===== config.mk =====
export PLATFORM = sky130hd
export DESIGN_NAME = glr_div
export DESIGN_NICKNAME = d
export VERILOG_FILES = /design/src/sv/glr_pkg.sv /design/src/sv/glr_div.sv
export SDC_FILE = /design/constraint.sdc
export NUM_CORES = 2
export LEC_CHECK = 0
export ABC_AREA = 1
export BUFFER_PORTS_ARGS = -buffer_cell sky130_fd_sc_hd__buf_2
export CORE_MARGIN = 5
export CORE_UTILIZATION = 60
export CTS_BUF_LIST = sky130_fd_sc_hd__clkbuf_4 sky130_fd_sc_hd__clkbuf_8
export CTS_CLUSTER_SIZE = 20
export DETAILED_ROUTE_END_ITERATION = 8
export PLACE_DENSITY = 0.73
export SLEW_MARGIN = 5
export SYNTH_ARGS = -nofsm -noshare
export SYNTH_HDL_FRONTEND = slang
export SYNTH_SLANG_ARGS = --single-unit

===== constraint.sdc =====
create_clock -name clk_i -period 3.26 [get_ports clk_i]
set_clock_uncertainty 0.05 [all_clocks]
set_input_delay 0.652 -clock clk_i [delete_from_list [all_inputs] [get_ports clk_i]]
set_output_delay 0.652 -clock clk_i [all_outputs]
set_load 0.005 [all_outputs]

===== src/sv/glr_pkg.sv =====
// Package: shared types and constants of the grid linear resampler.
package glr_pkg;

  localparam int unsigned IdxW = 10;
  localparam int unsigned DataW = 32;

  typedef enum logic {
    OP_LOAD  = 1'b0,
    OP_QUERY = 1'b1
  } op_e;

  typedef enum logic {
    REG_COARSE = 1'b0,
    REG_FINE   = 1'b1
  } reg_e;

  // One query travelling down the pipeline.
  typedef struct packed {
    logic            vld;
    logic            oor;
    logic            interp;
    logic [IdxW-1:0] point;
    logic [IdxW-1:0] mx;
  } qctl_t;

endpackage


===== src/sv/glr_div.sv =====
// Pipelined restoring divider: one quotient bit per stage, signed numerator.
module glr_div import glr_pkg::*; #(
  parameter int unsigned NumW = 43
) (
  input  logic                   clk_i,
  input  logic                   rst_ni,
  input  logic                   vld_i,
  input  logic signed [NumW-1:0] num_i,
  input  logic [IdxW-1:0]        den_i,
  input  qctl_t                  ctl_i,
  output logic                   vld_o,
  output logic signed [NumW-1:0] quo_o,
  output qctl_t                  ctl_o
);

  localparam int unsigned RemW = IdxW + 1;

  logic [NumW:0]     vld_q;
  logic [NumW-1:0]   dvd_q  [NumW+1];
  logic [RemW-1:0]   rem_q  [NumW+1];
  logic [IdxW-1:0]   den_q  [NumW+1];
  logic              neg_q  [NumW+1];
  qctl_t             ctl_q  [NumW+1];

  logic [NumW-1:0] mag;
  assign mag = num_i[NumW-1] ? NumW'(-num_i) : NumW'(num_i);

  always_ff @(posedge clk_i or negedge rst_ni) begin
    if (!rst_ni) begin
      vld_q <= '0;
    end else begin
      vld_q <= {vld_q[NumW-1:0], vld_i};
    end
  end

  always_ff @(posedge clk_i) begin
    dvd_q[0] <= mag;
    rem_q[0] <= '0;
    den_q[0] <= den_i;
    neg_q[0] <= num_i[NumW-1];
    ctl_q[0] <= ctl_i;
  end

  for (genvar s = 0; s < NumW; s++) begin : g_stage
    logic [RemW-1:0] sh;
    logic            ge;
    assign sh = {rem_q[s][IdxW-1:0], dvd_q[s][NumW-1]};
    assign ge = sh >= {1'b0, den_q[s]};
    always_ff @(posedge clk_i) begin
      rem_q[s+1] <= ge ? RemW'(sh - {1'b0, den_q[s]}) : sh;
      dvd_q[s+1] <= {dvd_q[s][NumW-2:0], ge};
      den_q[s+1] <= den_q[s];
      neg_q[s+1] <= neg_q[s];
      ctl_q[s+1] <= ctl_q[s];
    end
  end

  // Truncate toward zero: restore the sign on the magnitude quotient.
  assign quo_o = neg_q[NumW] ? -$signed(dvd_q[NumW]) : $signed(dvd_q[NumW]);
  assign vld_o = vld_q[NumW];
  assign ctl_o = ctl_q[NumW];

endmodule


==> impl_metrics.tcl <==
set metrics [dict create \
    floorplan.initialDensity_pct 60.2 \
    timing_hold_violations_final 0 \
    synthDominantCellAreaShare_pct 70.9 \
    io_pins 146 \
    synth_xor_area_share_pct 2.21 \
    finalWirelength_um 192000 \
    ys.warnings.count 0 \
    routedWlPerCell_um 15.0 \
    synth-compound-area-share_pct 3.64 \
    num-nets-final 10600 \
    drcViolationCount 0 \
    post_synth_main_area_contributors "sky130_fd_sc_hd__dfxtp_1 (71%), sky130_fd_sc_hd__nand2_1 (6.7%), sky130_fd_sc_hd__ha_1 (4.9%), sky130_fd_sc_hd__inv_1 (3.1%), sky130_fd_sc_hd__nand3_1 (2.1%)" \
    fmax_mhz 315 \
    tightest_pin_transition_ns 0.934 \
    final_gp_congestion 0.889 \
    clock_sinks 3842 \
    ctsLongestPathBuffers 4 \
    hold_ws_ns 0.167 \
    yosysSeqAreaShare_pct 72.0 \
    synth-seq-cells 3842 \
    share_of_post_route_cells_with_drive_strength_above_1_pct 15.0 \
    rsz_0062_raised_after_global_routing "true" \
    routed-via-count 60300 \
    post-synth-top-area-cell "sky130_fd_sc_hd__dfxtp_1" \
    cts_root_buf "sky130_fd_sc_hd__clkbuf_8" \
    grt_start_max_net_pins 45 \
    postRouteAntennaNets 0 \
    design.core.area_um2 178000 \
    grt_usage_pct 20.8 \
    critical_path.endpoint_type "output port" \
    ys_types 46 \
    numPortBuffers 145 \
    synth_async_sr_flop_share_pct 1.15 \
    grt_antenna_before_repair 3 \
    areaGrowthSynthToFinish_pct 14.9 \
    most_common_cell_after_layout_fill_and_taps_aside "sky130_fd_sc_hd__dfxtp_1" \
    hp-class "in -> reg" \
    cts_inserted_buffers 566 \
    synth_flop_cell "sky130_fd_sc_hd__dfxtp_1" \
    clk_pin_slew_worst_paths_ns 0.06 \
    postLayoutSetupSlackWorst_ns 0.0818 \
    place_ws_ns 0.830 \
    synth.avg_cell_area_um2 11.5 \
    edff_count_synth 0 \
    drt_first_pass_iters 5 \
    finalMaxSlewViolations 0 \
    layout.cells.most_common_list "sky130_fd_sc_hd__dfxtp_1 (3796), sky130_fd_sc_hd__nand2_1 (1900), sky130_fd_sc_hd__inv_1 (876)" \
    die_h_um 433 \
    power.density_nw_per_um2 1020 \
    synth.net_count 9895 \
    fin_total_pwr_mw 126 \
    leakagePower_nw 57.6 \
    dieArea_um2 187000 \
    clk_latency_ns 1.03 \
    synthAdderAreaFrac_pct 5.72 \
    peakVddDrop_v 0.000590 \
    placement_rows 155 \
    setup-violations-final 0 \
    worstPathArrival_ns 2.48 \
    critPathLaunchType "register" \
    detailedRoute.firstIterationViolations 2933 \
    route.detailed.vias_per_inst 4.70 \
    synthesis.area_um2 107000 \
    synth_top_family_by_area "simple AND/OR/NAND/NOR gates" \
    min_period_over_period_pct 97.5 \
    worst-path-max-fanout 5 \
    max_slew_margin_pct 37.7 \
    floorplan.die.width_um 433 \
    post_synth_and_or_nand_nor_area_fraction_pct 12.6 \
    cts-htree-levels 6 \
    post-dp-hpwl_um 131000 \
    tritoncts "yes" \
    grt_remaining_overflow 0 \
    post_synth_inst_count 9351 \
    timing.max_cap.violations 0 \
    worst-endpoint-required_ns 2.56 \
    min_cycle_time_layout_ns 3.18 \
    synth_mux_area_share_pct 0 \
    grt_pass1_vias 62500 \
    worst-setup-path-type "reg -> out" \
    run_status "finished, final reports clean" \
    first_pass_grt_wire_length_um 315000 \
]
## final timing paths
path	from	to	slack, ns	cells past startpoint
hold / removal	num_i[42]	dvd_q[0][26]$_DFF_P_	0.17	4
hold reg to reg	ctl_q[0][28]$_DFF_P_	ctl_q[0][51]$_DFF_P_	0.20	0
setup reg to reg	den_q[1][134]$_DFF_P_	rem_q[1][163]$_DFF_P_	1.02	9
min in group asynchronous	rst_ni	vld_q[39]$_DFF_PN0_	0.29	2
setup / recovery	dvd_q[2][476]$_DFF_P_	quo_o[31]	0.08	7
max in group asynchronous	rst_ni	vld_q[2]$_DFF_PN0_	2.27	2
## power by group
group	switching (mW)	internal (mW)
Combinational	16.7	9.88
Clock	16.9	22.0
Sequential	3.90	56.3
Total	37.6	88.2
## state kept, by name (all words and copies together), names as in the netlist
register	flops
rem_q	420
den_q	430
neg_q	44
vld_q	44
dvd_q	1892
ctl_q	1012
## cells in the mapped netlist, types with 44 or more instances
master                    number
sky130_fd_sc_hd__dfxtp_1    3798
sky130_fd_sc_hd__nand4_1      98
sky130_fd_sc_hd__o21ai_2     107
sky130_fd_sc_hd__nor3_1       56
sky130_fd_sc_hd__xor2_1      147
sky130_fd_sc_hd__inv_1       878
sky130_fd_sc_hd__nor2_1      447
sky130_fd_sc_hd__o21ai_0      90
sky130_fd_sc_hd__nand2_2     106
sky130_fd_sc_hd__ha_1        424
sky130_fd_sc_hd__a21oi_1     222
sky130_fd_sc_hd__xnor2_1     123
sky130_fd_sc_hd__nand3_1     442
sky130_fd_sc_hd__a21oi_2      59
sky130_fd_sc_hd__nand2_1    1917
sky130_fd_sc_hd__dfrtp_1      44
## metrics by stage
| stage | area, um2 | util [%] | cells | TNS, ns |
|---|---|---|---|---|
| after floorplan | 107000 | - | 9351 | 0 |
| after global placement | 110000 | 61.9 | 11800 | 0 |
| after detailed placement | 110000 | 61.9 | 11800 | 0 |
| after CTS | 123000 | 69.1 | 12800 | -0.804 |
| after global routing | 123000 | 69.2 | 12800 | -1.90 |
| final | 123000 | 69.2 | 12800 | 0 |
## critical path, stage by stage, from the launching register on
cell and delay [ns]:
sky130_fd_sc_hd__dfxtp_2 0.35, sky130_fd_sc_hd__nor2_4 0.14, sky130_fd_sc_hd__nand3_2 0.13, sky130_fd_sc_hd__nor2_4 0.20, sky130_fd_sc_hd__nand2_2 0.10, sky130_fd_sc_hd__o21ai_4 0.25
sky130_fd_sc_hd__xor2_1 0.18, sky130_fd_sc_hd__buf_2 0.14
## timing repair
item,4_1_cts,5_1_grt
setup endpoints to repair,29,30
setup buffers,6,2
cloned,1,0
gates resized for setup,55,33
hold buffers,84,0
endpoints found under the hold margin,121,0
pin swaps,13,26
## per-layer routing
metal / routed length [um] / vias up / share of wire [%] / track usage (%)
met5: 0 / - / 0 / 0
met4: 6830 / 0 / 3.5 / 8.78
met3: 8430 / 439 / 4.4 / 4.05
met2: 93700 / 1312 / 49 / 35.6
met1: 83500 / 27700 / 43 / 25.9
li1: - / 30900 / - / -
## area by class of cell
cell class / count / area, um2
flip-flops and latches: 3842 / 77100
fillers: 12500 / 54900
multi-input cells: 4510 / 26200
clock buffers: 866 / 10800
inverters: 925 / 3530
well taps: 2355 / 2950
repair buffers: 239 / 1670
clock inverters: 90 / 932
diodes: 3 / 7.51
## logic make-up after synthesis
kind of cell / Yosys count
adder cells (fa/ha/maj): 465
XOR/XNOR: 270
flip-flops: 3842
buffers and inverters: 1000
AND/OR/NAND/NOR: 3165
AO/OA/AOI/OAI: 609
No activity file was read; power rests on OpenSTA's default activity.
